`config.mk`:
```
export PLATFORM = sky130hd
export DESIGN_NAME = beat_position_to_bar_and_beat
export DESIGN_NICKNAME = d
export VERILOG_FILES = /design/src/rtl/core/bpbb_pkg.sv /design/src/rtl/core/beat_position_to_bar_and_beat.sv /design/src/rtl/core/bpbb_div.sv
export SDC_FILE = /design/constraint.sdc
export NUM_CORES = 1
export LEC_CHECK = 0
export CORE_MARGIN = 2
export CORE_UTILIZATION = 41
export DETAILED_ROUTE_END_ITERATION = 6
export DONT_BUFFER_PORTS = 1
export SLEW_MARGIN = 5
export SYNTH_ARGS = -nofsm -noshare
export SYNTH_HDL_FRONTEND = slang
export SYNTH_SLANG_ARGS = --single-unit
```
`constraint.sdc`:
```
create_clock -name clk_i -period 21.8 [get_ports clk_i]
set_input_delay 3.27 -clock clk_i [delete_from_list [all_inputs] [get_ports clk_i]]
set_output_delay 3.27 -clock clk_i [all_outputs]
set_load 0.005 [all_outputs]
```
`src/rtl/core/bpbb_pkg.sv`:
```
// Package for the beat position to bar and beat converter.
// Holds payload structs, opcodes, state codes and fixed widths; no dependencies.
package bpbb_pkg;

  localparam int unsigned PosW   = 32;
  localparam int unsigned NumW   = 8;
  localparam int unsigned DlogW  = 3;
  localparam int unsigned BarW   = 16;
  localparam int unsigned BeatW  = 25;
  localparam int unsigned CountW = 4;

  // Signed accumulator widths: timestamp and section length with sign,
  // scaled value up to 2^39, divisor up to 255 * 2^18.
  localparam int unsigned TW   = 34;
  localparam int unsigned SclW = 42;
  localparam int unsigned DivW = 36;
  localparam int unsigned QW   = 42;
  localparam int unsigned AccW = 46;

  typedef enum logic {
    OP_LOAD    = 1'b0,
    OP_CONVERT = 1'b1
  } op_e;

  typedef enum logic [2:0] {
    ST_IDLE,
    ST_FETCH,
    ST_CHECK,
    ST_DIV,
    ST_ACC,
    ST_LAST,
    ST_OUT
  } state_e;

  typedef struct packed {
    logic               op;
    logic [2:0]         entry_index;
    logic [PosW-1:0]    entry_position;
    logic [NumW-1:0]    entry_numerator;
    logic [DlogW-1:0]   entry_denominator_log2;
    logic [PosW-1:0]    timestamp;
  } in_item_t;

  typedef struct packed {
    logic [BarW-1:0]  bar_number;
    logic [BeatW-1:0] beat_in_bar;
    logic             is_conversion;
  } out_item_t;

  typedef struct packed {
    logic start;
  } div_ctl_t;

  typedef struct packed {
    logic busy;
    logic done;
  } div_sts_t;

endpackage

```
`src/rtl/core/beat_position_to_bar_and_beat.sv`:
```
// Beat position to bar and beat converter, top level with table and sequencer.
// Timing: a load item gives its result in the cycle after its transfer, and the next
// transfer is taken once that result has left ST_OUT; a convert does one divide per
// table section walked plus a last divide, each in the bit-serial divider (one bit a cycle).
// Throughput: one item at a time; the next is taken once the result register frees.
// Reset: table entries become 4/4 at position zero, signature_count becomes 1.
// Depends on bpbb_pkg and bpbb_div.
module beat_position_to_bar_and_beat #(
  parameter int unsigned MAX_SIGNATURES = 8
) (
  input  logic                clk_i,
  input  logic                rst_ni,
  input  logic                in_valid_i,
  output logic                in_stall_o,
  input  bpbb_pkg::in_item_t  in_data_i,
  output logic                out_valid_o,
  input  logic                out_stall_i,
  output bpbb_pkg::out_item_t out_data_o,
  input  logic                psel,
  input  logic                penable,
  input  logic                pwrite,
  input  logic [2:0]          paddr,
  input  logic [31:0]         pwdata,
  output logic [31:0]         prdata,
  output logic                pready
);

  localparam int unsigned IdxW = (MAX_SIGNATURES > 1) ? $clog2(MAX_SIGNATURES) : 1;
  localparam int unsigned CntW = $clog2(MAX_SIGNATURES + 1);
  localparam int unsigned FracB = 16;

  typedef logic signed [bpbb_pkg::TW-1:0]   t_t;
  typedef logic signed [bpbb_pkg::AccW-1:0] acc_t;

  logic [bpbb_pkg::CountW-1:0] count_q;
  logic [bpbb_pkg::PosW-1:0]   pos_q  [MAX_SIGNATURES];
  logic [bpbb_pkg::NumW-1:0]   num_q  [MAX_SIGNATURES];
  logic [bpbb_pkg::DlogW-1:0]  dlog_q [MAX_SIGNATURES];

  bpbb_pkg::state_e state_q, state_d;
  logic [CntW-1:0]  i_q, i_d;
  logic [CntW-1:0]  lim_q, lim_d;
  t_t               t_q, t_d;
  t_t               last_q, last_d;
  t_t               diff_q, diff_d;
  logic [bpbb_pkg::NumW-1:0]  cn_q, cn_d;
  logic [bpbb_pkg::DlogW-1:0] cd_q, cd_d;
  acc_t             bars_q, bars_d;
  logic             neg_q, neg_d;
  logic             ov_q, ov_d;
  bpbb_pkg::out_item_t res_q, res_d;

  logic [IdxW-1:0]  ridx;
  logic [bpbb_pkg::PosW-1:0]  rpos;
  t_t               ediff;
  logic [bpbb_pkg::SclW-1:0]  mag;
  logic [bpbb_pkg::SclW-1:0]  dvd;
  logic [bpbb_pkg::DivW-1:0]  dvs;
  bpbb_pkg::div_ctl_t dctl;
  bpbb_pkg::div_sts_t dsts;
  logic [bpbb_pkg::QW-1:0]    quo;
  logic [bpbb_pkg::DivW-1:0]  rem;
  logic [bpbb_pkg::NumW-1:0]  neff;
  logic             accept, wr_en;
  acc_t             qterm;
  acc_t             fin;
  logic [bpbb_pkg::DivW-1:0]  beatv;
  logic [CntW:0]    cnt_ext;

  assign pready = 1'b1;
  assign prdata = (paddr[2] == 1'b0) ? 32'(count_q) : '0;
  assign wr_en  = psel && penable && pwrite && (paddr[2] == 1'b0);

  assign in_stall_o  = (state_q != bpbb_pkg::ST_IDLE);
  assign accept      = in_valid_i && !in_stall_o;
  assign out_valid_o = (state_q == bpbb_pkg::ST_OUT);
  assign out_data_o  = res_q;

  assign ridx  = i_q[IdxW-1:0];
  assign rpos  = pos_q[ridx];
  assign ediff = t_t'({1'b0, rpos}) - last_q;

  assign neff = (cn_q == '0) ? bpbb_pkg::NumW'(1) : cn_q;
  assign dvs  = bpbb_pkg::DivW'({neff, {(FracB + 2){1'b0}}});
  // Magnitude of the (possibly negative) value scaled by the note value.
  assign mag  = neg_q ? bpbb_pkg::SclW'(-diff_q) : bpbb_pkg::SclW'(diff_q);
  assign dvd  = mag << cd_q;

  assign cnt_ext = (32'(count_q) > 32'(MAX_SIGNATURES))
                   ? (CntW + 1)'(MAX_SIGNATURES) : (CntW + 1)'(count_q);

  bpbb_div u_div (
    .clk_i      (clk_i),
    .rst_ni     (rst_ni),
    .ctl_i      (dctl),
    .dividend_i (dvd),
    .divisor_i  (dvs),
    .sts_o      (dsts),
    .quot_o     (quo),
    .rem_o      (rem)
  );

  always_comb begin
    state_d = state_q;
    i_d     = i_q;
    lim_d   = lim_q;
    t_d     = t_q;
    last_d  = last_q;
    diff_d  = diff_q;
    cn_d    = cn_q;
    cd_d    = cd_q;
    bars_d  = bars_q;
    neg_d   = neg_q;
    ov_d    = ov_q;
    res_d   = res_q;
    dctl.start = 1'b0;
    qterm   = acc_t'(quo);
    fin     = bars_q + qterm + acc_t'(1);
    beatv   = (rem >> 2) + bpbb_pkg::DivW'(1 << FracB);
    unique case (state_q)
      bpbb_pkg::ST_IDLE: begin
        if (accept) begin
          if (in_data_i.op == bpbb_pkg::OP_LOAD) begin
            res_d   = '0;
            state_d = bpbb_pkg::ST_OUT;
          end else begin
            t_d     = t_t'({1'b0, in_data_i.timestamp});
            last_d  = '0;
            cn_d    = bpbb_pkg::NumW'(4);
            cd_d    = bpbb_pkg::DlogW'(2);
            bars_d  = '0;
            i_d     = '0;
            lim_d   = CntW'(cnt_ext);
            state_d = bpbb_pkg::ST_CHECK;
          end
        end
      end
      bpbb_pkg::ST_CHECK: begin
        if (i_q == lim_q || (t_q - ediff) < 0) begin
          diff_d  = t_q;
          neg_d   = 1'b0;
          state_d = bpbb_pkg::ST_LAST;
        end else begin
          diff_d  = ediff;
          neg_d   = ediff[bpbb_pkg::TW-1];
          t_d     = t_q - ediff;
          state_d = bpbb_pkg::ST_FETCH;
        end
      end
      bpbb_pkg::ST_FETCH: begin
        dctl.start = 1'b1;
        state_d    = bpbb_pkg::ST_DIV;
      end
      bpbb_pkg::ST_DIV: begin
        if (dsts.done) begin
          state_d = bpbb_pkg::ST_ACC;
        end
      end
      bpbb_pkg::ST_ACC: begin
        if (neg_q) begin
          bars_d = bars_q - acc_t'(quo);
        end else begin
          bars_d = bars_q + acc_t'(quo) + acc_t'(rem != '0);
        end
        last_d  = t_t'({1'b0, rpos});
        cn_d    = num_q[ridx];
        cd_d    = dlog_q[ridx];
        i_d     = i_q + 1'b1;
        state_d = bpbb_pkg::ST_CHECK;
      end
      bpbb_pkg::ST_LAST: begin
        if (!ov_q) begin
          dctl.start = 1'b1;
          ov_d       = 1'b1;
        end else if (dsts.done) begin
          ov_d = 1'b0;
          res_d.is_conversion = 1'b1;
          res_d.beat_in_bar   = bpbb_pkg::BeatW'(beatv);
          if (fin < 0) begin
            res_d.bar_number = '0;
          end else if (fin > acc_t'(65535)) begin
            res_d.bar_number = 16'hFFFF;
          end else begin
            res_d.bar_number = fin[bpbb_pkg::BarW-1:0];
          end
          state_d = bpbb_pkg::ST_OUT;
        end
      end
      bpbb_pkg::ST_OUT: begin
        if (!out_stall_i) begin
          state_d = bpbb_pkg::ST_IDLE;
        end
      end
      default: state_d = bpbb_pkg::ST_IDLE;
    endcase
  end

  always_ff @(posedge clk_i or negedge rst_ni) begin
    if (!rst_ni) begin
      state_q <= bpbb_pkg::ST_IDLE;
      count_q <= bpbb_pkg::CountW'(1);
      ov_q    <= 1'b0;
      i_q     <= '0;
      lim_q   <= '0;
      for (int k = 0; k < MAX_SIGNATURES; k++) begin
        pos_q[k]  <= '0;
        num_q[k]  <= bpbb_pkg::NumW'(4);
        dlog_q[k] <= bpbb_pkg::DlogW'(2);
      end
    end else begin
      state_q <= state_d;
      ov_q    <= ov_d;
      i_q     <= i_d;
      lim_q   <= lim_d;
      if (wr_en) begin
        count_q <= pwdata[bpbb_pkg::CountW-1:0];
      end
      if (accept && in_data_i.op == bpbb_pkg::OP_LOAD &&
          32'(in_data_i.entry_index) < 32'(MAX_SIGNATURES)) begin
        pos_q[IdxW'(in_data_i.entry_index)]  <= in_data_i.entry_position;
        num_q[IdxW'(in_data_i.entry_index)]  <= in_data_i.entry_numerator;
        dlog_q[IdxW'(in_data_i.entry_index)] <= in_data_i.entry_denominator_log2;
      end
    end
  end

  always_ff @(posedge clk_i) begin
    t_q    <= t_d;
    last_q <= last_d;
    diff_q <= diff_d;
    cn_q   <= cn_d;
    cd_q   <= cd_d;
    bars_q <= bars_d;
    neg_q  <= neg_d;
    res_q  <= res_d;
  end

endmodule

```
`src/rtl/core/bpbb_div.sv`:
```
// Bit-serial restoring divider, one quotient bit per cycle.
// Depends on bpbb_pkg for widths and control structs.
module bpbb_div (
  input  logic                          clk_i,
  input  logic                          rst_ni,
  input  bpbb_pkg::div_ctl_t            ctl_i,
  input  logic [bpbb_pkg::SclW-1:0]     dividend_i,
  input  logic [bpbb_pkg::DivW-1:0]     divisor_i,
  output bpbb_pkg::div_sts_t            sts_o,
  output logic [bpbb_pkg::QW-1:0]       quot_o,
  output logic [bpbb_pkg::DivW-1:0]     rem_o
);

  localparam int unsigned CntW = $clog2(bpbb_pkg::SclW + 1);

  logic [bpbb_pkg::QW-1:0]   q_q, q_d;
  logic [bpbb_pkg::DivW:0]   r_q, r_d;
  logic [bpbb_pkg::DivW-1:0] dv_q, dv_d;
  logic [CntW-1:0]           cnt_q, cnt_d;
  logic                      busy_q, busy_d, done_q, done_d;
  logic [bpbb_pkg::DivW:0]   trial;
  logic [bpbb_pkg::DivW:0]   diff;

  always_comb begin
    q_d    = q_q;
    r_d    = r_q;
    dv_d   = dv_q;
    cnt_d  = cnt_q;
    busy_d = busy_q;
    done_d = 1'b0;
    trial  = {r_q[bpbb_pkg::DivW-1:0], q_q[bpbb_pkg::QW-1]};
    diff   = trial - {1'b0, dv_q};
    if (ctl_i.start) begin
      q_d    = dividend_i;
      r_d    = '0;
      dv_d   = divisor_i;
      cnt_d  = CntW'(bpbb_pkg::SclW);
      busy_d = 1'b1;
    end else if (busy_q) begin
      if (!diff[bpbb_pkg::DivW]) begin
        r_d = diff;
        q_d = {q_q[bpbb_pkg::QW-2:0], 1'b1};
      end else begin
        r_d = trial;
        q_d = {q_q[bpbb_pkg::QW-2:0], 1'b0};
      end
      cnt_d = cnt_q - 1'b1;
      if (cnt_q == CntW'(1)) begin
        busy_d = 1'b0;
        done_d = 1'b1;
      end
    end
  end

  always_ff @(posedge clk_i or negedge rst_ni) begin
    if (!rst_ni) begin
      busy_q <= 1'b0;
      done_q <= 1'b0;
      cnt_q  <= '0;
    end else begin
      busy_q <= busy_d;
      done_q <= done_d;
      cnt_q  <= cnt_d;
    end
  end

  always_ff @(posedge clk_i) begin
    q_q  <= q_d;
    r_q  <= r_d;
    dv_q <= dv_d;
  end

  assign sts_o.busy = busy_q;
  assign sts_o.done = done_q;
  assign quot_o     = q_q;
  assign rem_o      = r_q[bpbb_pkg::DivW-1:0];

endmodule
```
==> results.md, run 1 <==
Yosys:
- After technology mapping, the gate count stands at 3918.
- The average cell area after synthesis is between 10 and 15 um2.
- The register area share after synthesis is 42.48%.
- The netlist uses 106 different library cells.
- Among all flip-flop cells after synthesis, the most frequent one is sky130_fd_sc_hd__dfrtp_1.
- The Yosys step of the flow raised 0 warnings.
- In this run, synthesis produced a sequential element count of 654.
- In the synthesized netlist the async set-or-reset flop fraction comes to between 50 and 60%.
- The number of synthesized flops with an enable pin is between 200 and 300.
- The mapped netlist covers just over 0.04 mm2.

STA:
- The max-slew violation count came to 0.
- Setup violations remaining at the end of the flow were counted as 0.
- Dividing the final minimum period by the clock period gives between 30% and 40%.
- Setup repair after global routing left no endpoint under its margin.
- The smallest setup slack after layout is between 10 and 15 ns.
- For the finished layout, the period the worst path requires is approximately 8.4 ns.
- The clock arrives with about 0.045 ns of skew.
- The count of endpoints failing hold in the final timing report is 0.
- For the pin with the worst max-slew slack, the measured transition is roughly 1.2 ns.
- The top achievable clock speed is between 0.1 and 0.15 GHz.
- For the final routed database, the setup TNS stands at 0 ns.
- The worst slew margin relative to its limit is a little under a fifth.

Routing:
- Across all layers, the routed design uses a little under 30000 vias.
- The average via count per standard cell is 5.591.
- The DRC violations left is 0.
- For this block, the routed nets add up to 102.5 mm of wire.
- The detailed router finished its first iteration with 1927 violations.
- The routed wire length per instance is 19.73 um.
- The number of nets with antenna violations after detailed routing is 0.
- The first TritonRoute pass finished after 5 iterations.

Clocking:
- The number of buffers created by CTS is 77.
- After clock tree synthesis, the clock-pin slew on the worst setup and hold paths is roughly 0.06 ns.
- The number of hold-repair buffers added at the cts stage is 0.
- At the later pin of the worst-skew pair, clock insertion delay measures 0.67 ns.
- The sink count of the clock tree is approximately 650.
- The clock passes through at most 3 buffers.
- The number of gates resized after CTS was 0.
- The deepest level of the CTS H-tree is 3.
- Post-CTS timing repair inserted 0 buffers for setup.
- The TritonCTS clock tree is built.
- The root buffer cell is sky130_fd_sc_hd__clkbuf_16.

GRT:
- The number of antenna violations at the first check in global routing is 14.
- Summed over all layers, the global routing overflow is 0.
- Global routing used between 10% and 20% of the available tracks.
- The first global-routing pass estimated about 160 mm of wire.
- The number of global-route vias before repair came to between 20000 and 30000.
- Entering global routing, the biggest net connects ~370 pins.

Job:
- Max-cap violations in this run came to 0.

Worst setup path:
- The register-to-register setup slack is between 10 and 15 ns.
- The largest individual stage delay along the critical path comes from the cell sky130_fd_sc_hd__dfrtp_4.
- For the worst flop-to-flop path, the logic depth is 28.
- Among the stages of the critical path, the cell type that occurs most often is sky130_fd_sc_hd__a21o_1.
- In this run the critical register-to-register path is launched from i_q[0].
- Along the worst path, the maximum fanout reaches 61.
- STA classifies the critical path startpoint as a flop.
- STA classifies the critical path endpoint as a flop.
- The buffer and inverter count on the worst path is 3.
- The highest cell delay on the worst timing path is 0.74 ns.
- The endpoint of the most critical register-to-register path is diff_q[15].
- The cell type group with the largest total delay on the critical path is compound AO/OA/AOI/OAI gates.
- Data on the critical path arrives at its endpoint at between 8 and 9 ns.
- The worst setup path is of the reg -> reg kind.
- The critical path required time is 22.12 ns.

Pwr:
- The net load switching power is between 1.5 and 2 mW.
- The part of the total power dissipated in the clock network is roughly a quarter.
- For this design the ratio of total power to cell area is ~110 mW/mm2.
- The internal portion of the total power is around 3 mW.
- Net switching is between 30% and 40% of the power.
- The portion of total power attributed to combinational logic is about two fifths.
- The sequential share of power is 32.5%.
- The standby leakage power is between 15 and 20 nW.
- Across the VDD grid, the largest voltage drop is 0.00006351 V.

Finish:
- The antenna diode instance count is 0.
- In the final layout, the share of cells above drive strength 1 is a little under a fifth.
- The number of standard cells in the final layout excluding fillers is a little over 5000.
- Summing all multi-input logic gate instances after layout gives 0.02207 mm2.
- The register area is 0.01747 mm2.
- The area growth from synthesis to layout is 8.730%.
- The final-stage net count is 4122.
- The post-layout instance area is 0.04468 mm2.
- Fill cells in the final layout number between 9000 and 10000.

Hold path:
- For hold timing, the worst endpoint is u_div.dv_q[19].
- Counting instances, the worst hold path has a depth of 0.
- The class of the tightest hold or removal check is reg -> reg.
- The startpoint of the worst hold path is cn_q[1].

Floorplanning:
- For this configuration, the core starts out at a cell density of around two fifths.
- The overall die height is ~320 um.
- After floorplanning, the core was sized to cover 0.09971 mm2.
- The horizontal die dimension is 320.6 um.
- The die covers around 0.10 mm2.
- The row count is 116.
- The number of I/O pins is between 150 and 200.

Placement:
- The wire-length estimate of the detail-placed layout is just over 70 mm.
- The number of placed cells counting well taps is approximately 5000.
- Port buffering added 0 buffers.
- The global placer's final weighted congestion is about 0.9.
- Timing analysis after detailed placement gives a worst setup slack of 13.30 ns.
- The placed instance area is 0.04215 mm2.

Run status:
- The flow ran to the end, and the final reports show no timing, DRC or antenna violations.
## cell usage after synthesis, types with 96 or more instances
cell / instances / share of area (%)
sky130_fd_sc_hd__mux2_2: 384 / 11
sky130_fd_sc_hd__dfrtp_1: 351 / 21
sky130_fd_sc_hd__nor2_1: 318 / 2.9
sky130_fd_sc_hd__nand2_1: 284 / 2.6
sky130_fd_sc_hd__edfxtp_1: 250 / 18
sky130_fd_sc_hd__o21ai_0: 223 / 2.7
sky130_fd_sc_hd__a21oi_1: 194 / 2.4
sky130_fd_sc_hd__inv_1: 185 / 1.7
sky130_fd_sc_hd__ha_1: 165 / 5.0
sky130_fd_sc_hd__clkbuf_1: 162 / 1.5
sky130_fd_sc_hd__xnor2_1: 158 / 3.4
sky130_fd_sc_hd__mux2i_1: 106 / 2.6
sky130_fd_sc_hd__xor2_1: 96 / 2.0
## flip-flops by register name, summed over array words and instances (netlist names), 24 cells and up
| name | flops |
|---|---|
| dlog_q | 24 |
| last_q | 32 |
| out_data_o | 42 |
| u_div.r_q | 36 |
| u_div.quot_o | 42 |
| t_q | 34 |
| num_q | 64 |
| diff_q | 34 |
| pos_q | 256 |
| bars_q | 46 |
## layer usage
metal	wire, um	part of all wire (%)	vias up	track usage (%)
li1	-	-	14040	-
met1	45780	45	14340	26.00
met2	48680	48	491	32.75
met3	5554	5.4	147	4.521
met4	2275	2.2	28	5.373
met5	161	0.16	-	0
## worst register-to-register path, delay by kind of cell (launching register included)
| kind | cells | cell delay, ns |
|---|---|---|
| flip-flops | 1 | 0.74 |
| AO/OA/AOI/OAI | 16 | 3.84 |
| buffers and inverters | 3 | 1.22 |
| AND/OR/NAND/NOR | 3 | 0.35 |
| multiplexers | 2 | 0.94 |
| XOR/XNOR | 2 | 0.28 |
| adder cells (fa/ha/maj) | 2 | 0.74 |
## cell families (layout without fill, tap and decap cells)
family	Yosys count	after routing	share of synthesized area, %
AO/OA/AOI/OAI	770	770	12.06
XOR/XNOR	254	254	5.414
adder cells (fa/ha/maj)	170	170	5.267
buffers and inverters	418	369	4.211
flip-flops	654	654	42.48
multiplexers	576	576	17.82
other	2	29	0.01828
AND/OR/NAND/NOR	1074	1074	12.73
## how the worst max path moves through the flow
stage	slack (ns)	end	from	cells past startpoint
4_1_cts	13.28	t_q[10]	i_q[0]	28
2_1_floorplan	11.31	i_q[3]	in_valid_i	5
5_1_grt	12.68	t_q[14]	i_q[0]	28
3_5_place_dp	13.30	diff_q[32]	i_q[0]	29
3_3_place_gp	13.27	diff_q[15]	i_q[0]	28
6_report	13.37	diff_q[15]	i_q[0]	28
## cell type report
class                      count  share of cell area, %
inverter                     188                  1.579
tap                         1298                  3.635
clock inverter                34                 0.7897
clock buffer                 110                  4.881
timing repair buffer          37                 0.6217
sequential                   654                  39.10
multi-input combinational   2873                  49.40
## power groups by stage
stage,registers [mW],logic [mW],clock network (mW)
global route,1.61,2.24,1.37
finish,1.59,2.03,1.27
floorplan,1.56,1.60,0
detailed placement,1.62,2.01,0
CTS,1.59,2.02,1.31
global placement,1.61,2.00,0
## per-stage QoR
stage               power [mW]  hold slack (ns)  util (%)
floorplan                3.160           0.4596         -
global placement         3.608           0.4375     42.27
detailed placement       3.629           0.4345     42.27
CTS                      4.929           0.4484     44.81
global route             5.223           0.4689     44.81
finish                   4.900           0.4481     44.81
## cells in the final DEF, fill, tap and decap left out, types with 22 or more instances in the layout
cell type                   synthesis  final
sky130_fd_sc_hd__nor4_1            37     37
sky130_fd_sc_hd__ha_1             165    165
sky130_fd_sc_hd__a21oi_1          194    194
sky130_fd_sc_hd__a211oi_1          48     48
sky130_fd_sc_hd__xor2_1            96     96
sky130_fd_sc_hd__clkbuf_16          0     77
sky130_fd_sc_hd__mux2i_1          106    106
sky130_fd_sc_hd__nand2_1          284    281
sky130_fd_sc_hd__a21o_1            49     49
sky130_fd_sc_hd__o31ai_1           35     35
sky130_fd_sc_hd__nand3_1           72     71
sky130_fd_sc_hd__o211ai_1          23     23
sky130_fd_sc_hd__or3_1             34     34
sky130_fd_sc_hd__xnor2_1          158    158
sky130_fd_sc_hd__nor2b_1           35     35
sky130_fd_sc_hd__edfxtp_1         250    250
sky130_fd_sc_hd__o21ai_0          223    221
sky130_fd_sc_hd__nor2_1           318    317
sky130_fd_sc_hd__dfxtp_1           36     36
sky130_fd_sc_hd__nand4_1           22     22
sky130_fd_sc_hd__inv_1            185    184
sky130_fd_sc_hd__nand2b_1          32     31
sky130_fd_sc_hd__mux4_2            86     86
sky130_fd_sc_hd__mux2_2           384    384
sky130_fd_sc_hd__conb_1             2     29
sky130_fd_sc_hd__o21bai_1          23     23
sky130_fd_sc_hd__buf_4             31     37
sky130_fd_sc_hd__and2_1            43     43
sky130_fd_sc_hd__nor3_1            72     70
sky130_fd_sc_hd__and3_1            30     30
sky130_fd_sc_hd__dfrtp_1          351    347
Power figures use the tool's default switching activity.
==> run 2, diff against run 1 <==
==> constraint.sdc (replaced) <==
create_clock -name clk_i -period 8.2 [get_ports clk_i]
set_input_delay 1.23 -clock clk_i [delete_from_list [all_inputs] [get_ports clk_i]]
set_output_delay 1.23 -clock clk_i [all_outputs]
set_load 0.005 [all_outputs]
==> run 2 against run 1 <==
  * Die area is the same
  * Non-clock buffer count grew 12
  * Sequential power grew to 2.7 times the previous value
  * First-iteration DRC count grew 6.4%
  * Register-to-register slack lost 13 ns
  * Clock skew shrank 0.011 ns
  * Worst setup slack lost 13 ns
  * Critical path depth is the same
  * Worst hold slack lost 0.15 ns
  * Utilization grew 0.31 points
  * Combinational power grew to 2.7 times the previous value
  * Routed wire length grew 1.7%
  * Critical path type unchanged
  * Largest power group unchanged
  * Highest routed layer unchanged
==> results.md, run 2 (synthesis results as in run 1) <==
Run status:
- The run finished with clean final reports.

Worst setup path:
- The type of element launching the critical path is a flop.
- The register-to-register setup slack is 0.62 ns (-12.74 ns).
- The worst setup path is captured at a flop.
- In this run the critical register-to-register path is launched from i_q[0].
- The critical path required time came to 8.53 ns (-13.59 ns).
- The endpoint of the most critical register-to-register path is t_q[15].
- The standard cell with the maximum stage delay on the critical path is sky130_fd_sc_hd__dfrtp_4.
- The highest cell delay on the worst timing path is 0.66 ns (-0.08 ns).
- The depth of the worst register-to-register path is 28 (unchanged).
- The critical path capture point is t_q[15].
- Tracing the worst setup path back leads to its startpoint at i_q[0].
- The maximum fanout along the worst path came to 34 (-44%).
- The category of the critical setup timing path is reg -> reg.
- The arrival time at the worst endpoint is 7.91 ns (-0.85 ns).

Finish:
- The final design utilization is 45.12% (+0.31 points).
- The signed area change from the synthesized netlist to the final layout is 9.488%.
- The number of flip-flops in the largest register came to 256 (unchanged).
- The register area is 0.01747 mm2 (unchanged).
- The footprint of the multi-input gates is 0.02208 mm2 (about the same).
- The largest register by flop count is pos_q.
- The number of standard cells in the final layout excluding fillers is 5204 (+0.19%).
- The number of fillers in the final layout came to 9314 (+0.55%).
- The proportion of layout cells with a drive suffix above 1 is 18.72% (+0.24 points).
- The final-stage net count is 4133 (+0.27%).
- Leaving out fill and tap cells, the most frequent cell in the layout is sky130_fd_sc_hd__mux2_2.
- The top cell types in the final layout, fill and taps aside, are sky130_fd_sc_hd__mux2_2 (384), sky130_fd_sc_hd__dfrtp_1 (347), sky130_fd_sc_hd__nor2_1 (317).
- The largest registers in the layout are pos_q x256, num_q x64, bars_q x46.

Clocking:
- The number of hold-repair buffers added at the cts stage was 0 (unchanged).
- The deepest level of the CTS H-tree is 3 (unchanged).
- The clock insertion delay at the later pin of the skew report came to 0.66 ns (about the same).
- The clock-pin slew of the registers on the worst-case setup and hold paths is 0.06 ns (about the same).
- The sink count of the clock tree is 654 (unchanged).
- The TritonCTS clock tree is built.
- The number of buffers created by CTS was 76 (-1.3%).
- The number of buffers on the longest clock path came to 3 (unchanged).
- CTS placed an instance of sky130_fd_sc_hd__clkbuf_16 at the clock tree root.

Job:
- The count of max-cap constraint violations came to 0 (unchanged).

Placement:
- The post-placement worst setup slack came to 0.4118 ns (-12.89 ns).
- The number of placed cells counting well taps is 5061 (+0.22%).
- The count of buffers from port buffering is 0 (unchanged).
- The detailed placer's ending HPWL was 73.88 mm (+2.8%).
- The global placer's final weighted congestion is 0.9191 (-0.26%).

Routing:
- The vias after detailed routing was 29240 (+0.70%).
- The number of nets with antenna violations after detailed routing came to 0 (unchanged).
- The average via count per standard cell is 5.619 (+0.51%).
- The routed wire length per instance is 20.02 um (+1.5%).
- The number of iterations in the first detailed-routing pass is 5 (unchanged).
- The number of DRC violations after detailed-routing iteration 0 came to 2050 (+6.4%).
- The DRC violations left is 0 (unchanged).
- The aggregate routed wire length is 104.2 mm (+1.7%).

Floorplanning:
- The overall die height came to 320.6 um (unchanged).
- The number of I/O pins is 198 (unchanged).
- The area inside the core boundary is 0.09971 mm2 (unchanged).
- The die outline area is 0.1028 mm2 (unchanged).
- The horizontal die dimension is 320.6 um (unchanged).
- The row count is 116 (unchanged).
- The effective utilization at floorplan is 41.21% (unchanged).

GRT:
- The global-route wire length before repair is 164.2 mm (+1.2%).
- The met2 demand-to-capacity share in global routing is 32.69% (-0.053 points).
- The global routing usage summed across all routing layers is 20.05% (+0.27 points).
- The number of global-route vias before repair came to 28600 (-1.1%).
- The number of antenna violations at the first check in global routing was 13 (-1).
- The aggregate global routing overflow is 0 (unchanged).
- The global-route met1 utilization is 26.72% (+0.72 points).
- The largest net degree at the start of global routing came to 369 (unchanged).
- After global routing, the most crowded layer is met2.
- The global-route track usage on met3 is 4.174% (-0.35 points).

STA:
- Setup repair after global routing left no endpoint under its margin.
- The top achievable clock speed came to 0.1320 GHz (+11%).
- The minimum clock period came to 7.578 ns (-0.8552 ns).
- The max-slew violation count is 0 (unchanged).
- The worst slew margin relative to its limit is 22.78% (+4.3 points).
- The setup clock skew after layout was 0.03418 ns (-0.01124 ns).
- The final worst-path cycle share is 92.42% (+54 points).
- The final sum of negative setup slack is 0 ns (unchanged).
- The count of endpoints failing hold in the final timing report is 0 (unchanged).
- The smallest setup slack after layout is 0.6219 ns (-12.74 ns).
- The slew at the pin closest to its max-slew limit is 1.158 ns (-0.06407 ns).
- The number of setup violations in the final report is 0 (unchanged).

Pwr:
- The standby leakage power is 19.30 nW (+0.83%).
- The worst vdd rail ir drop is 0.0001896 V (+200%).
- The power per cell area is 295.7 mW/mm2 (+170%).

Hold path:
- The class of the tightest hold or removal check is in -> async.
-- run 2: changes by cell type in the layout (fill, tap and decap cells not counted), moves of 2 or more --
cell / change
sky130_fd_sc_hd__clkinv_1: +2
sky130_fd_sc_hd__clkbuf_1: -5
sky130_fd_sc_hd__clkbuf_8: -4
sky130_fd_sc_hd__clkinv_2: -2
sky130_fd_sc_hd__buf_4: +9
sky130_fd_sc_hd__clkinv_4: -2
sky130_fd_sc_hd__buf_12: +2
sky130_fd_sc_hd__diode_2: +2
sky130_fd_sc_hd__bufinv_16: +8
-- run 2: worst min path at each step --
stage | to | slack (ns)
6_report | pos_q[171] | 0.30
5_1_grt | pos_q[139] | 0.26
4_1_cts | pos_q[108] | 0.25
3_5_place_dp | u_div.dv_q[19] | 0.44
3_3_place_gp | u_div.dv_q[19] | 0.45
2_1_floorplan | lim_q[0] | 0.46
-- run 2: power breakdown --
group          switching (mW)  total, mW  internal, mW
logic                    3.34       5.44          2.11
clock network            1.44       3.61          2.17
registers               0.370       4.25          3.88
-- run 2: layout make-up --
cell class,count,area share [%]
timing repair buffer,49,0.9177
tap,1298,3.610
multi-input combinational,2873,49.08
clock buffer,102,4.739
inverter,188,1.568
sequential,654,38.82
clock inverter,38,1.249
antenna,2,0.01112
-- run 2: routing by layer --
| layer | wire length, um | share of wire (%) | vias up |
|---|---|---|---|
| li1 | - | - | 14050 |
| met1 | 46510 | 45 | 14430 |
| met2 | 49000 | 47 | 569 |
| met3 | 5593 | 5.4 | 173 |
| met4 | 2955 | 2.8 | 22 |
| met5 | 147 | 0.14 | - |
-- run 2: critical path: cells and delay by family (launching register included) --
kind	cells	cell delay, ns
AOI/OAI and AO/OA	15	3.44
muxes	2	0.84
DFF	1	0.66
adders and majority gates	2	0.65
buffers and inverters	3	0.60
xor gates and xnor gates	2	0.55
and+or+nand+nor	4	0.45
-- run 2: per-stage QoR --
step	instance area [um2]	total power, mW	hold WS, ns
5_1_grt	44990	14.15	0.2629
6_report	44990	13.31	0.2996
2_1_floorplan	41200	8.400	0.4596
4_1_cts	44950	13.35	0.2461
3_5_place_dp	42260	9.673	0.4421
3_3_place_gp	42260	9.627	0.4452
-- run 2: timing repair --
action,CTS,global route
buffers inserted,0,1
gates resized for setup,0,1
endpoints found under the setup margin,0,55
hold endpoints to repair,0,0
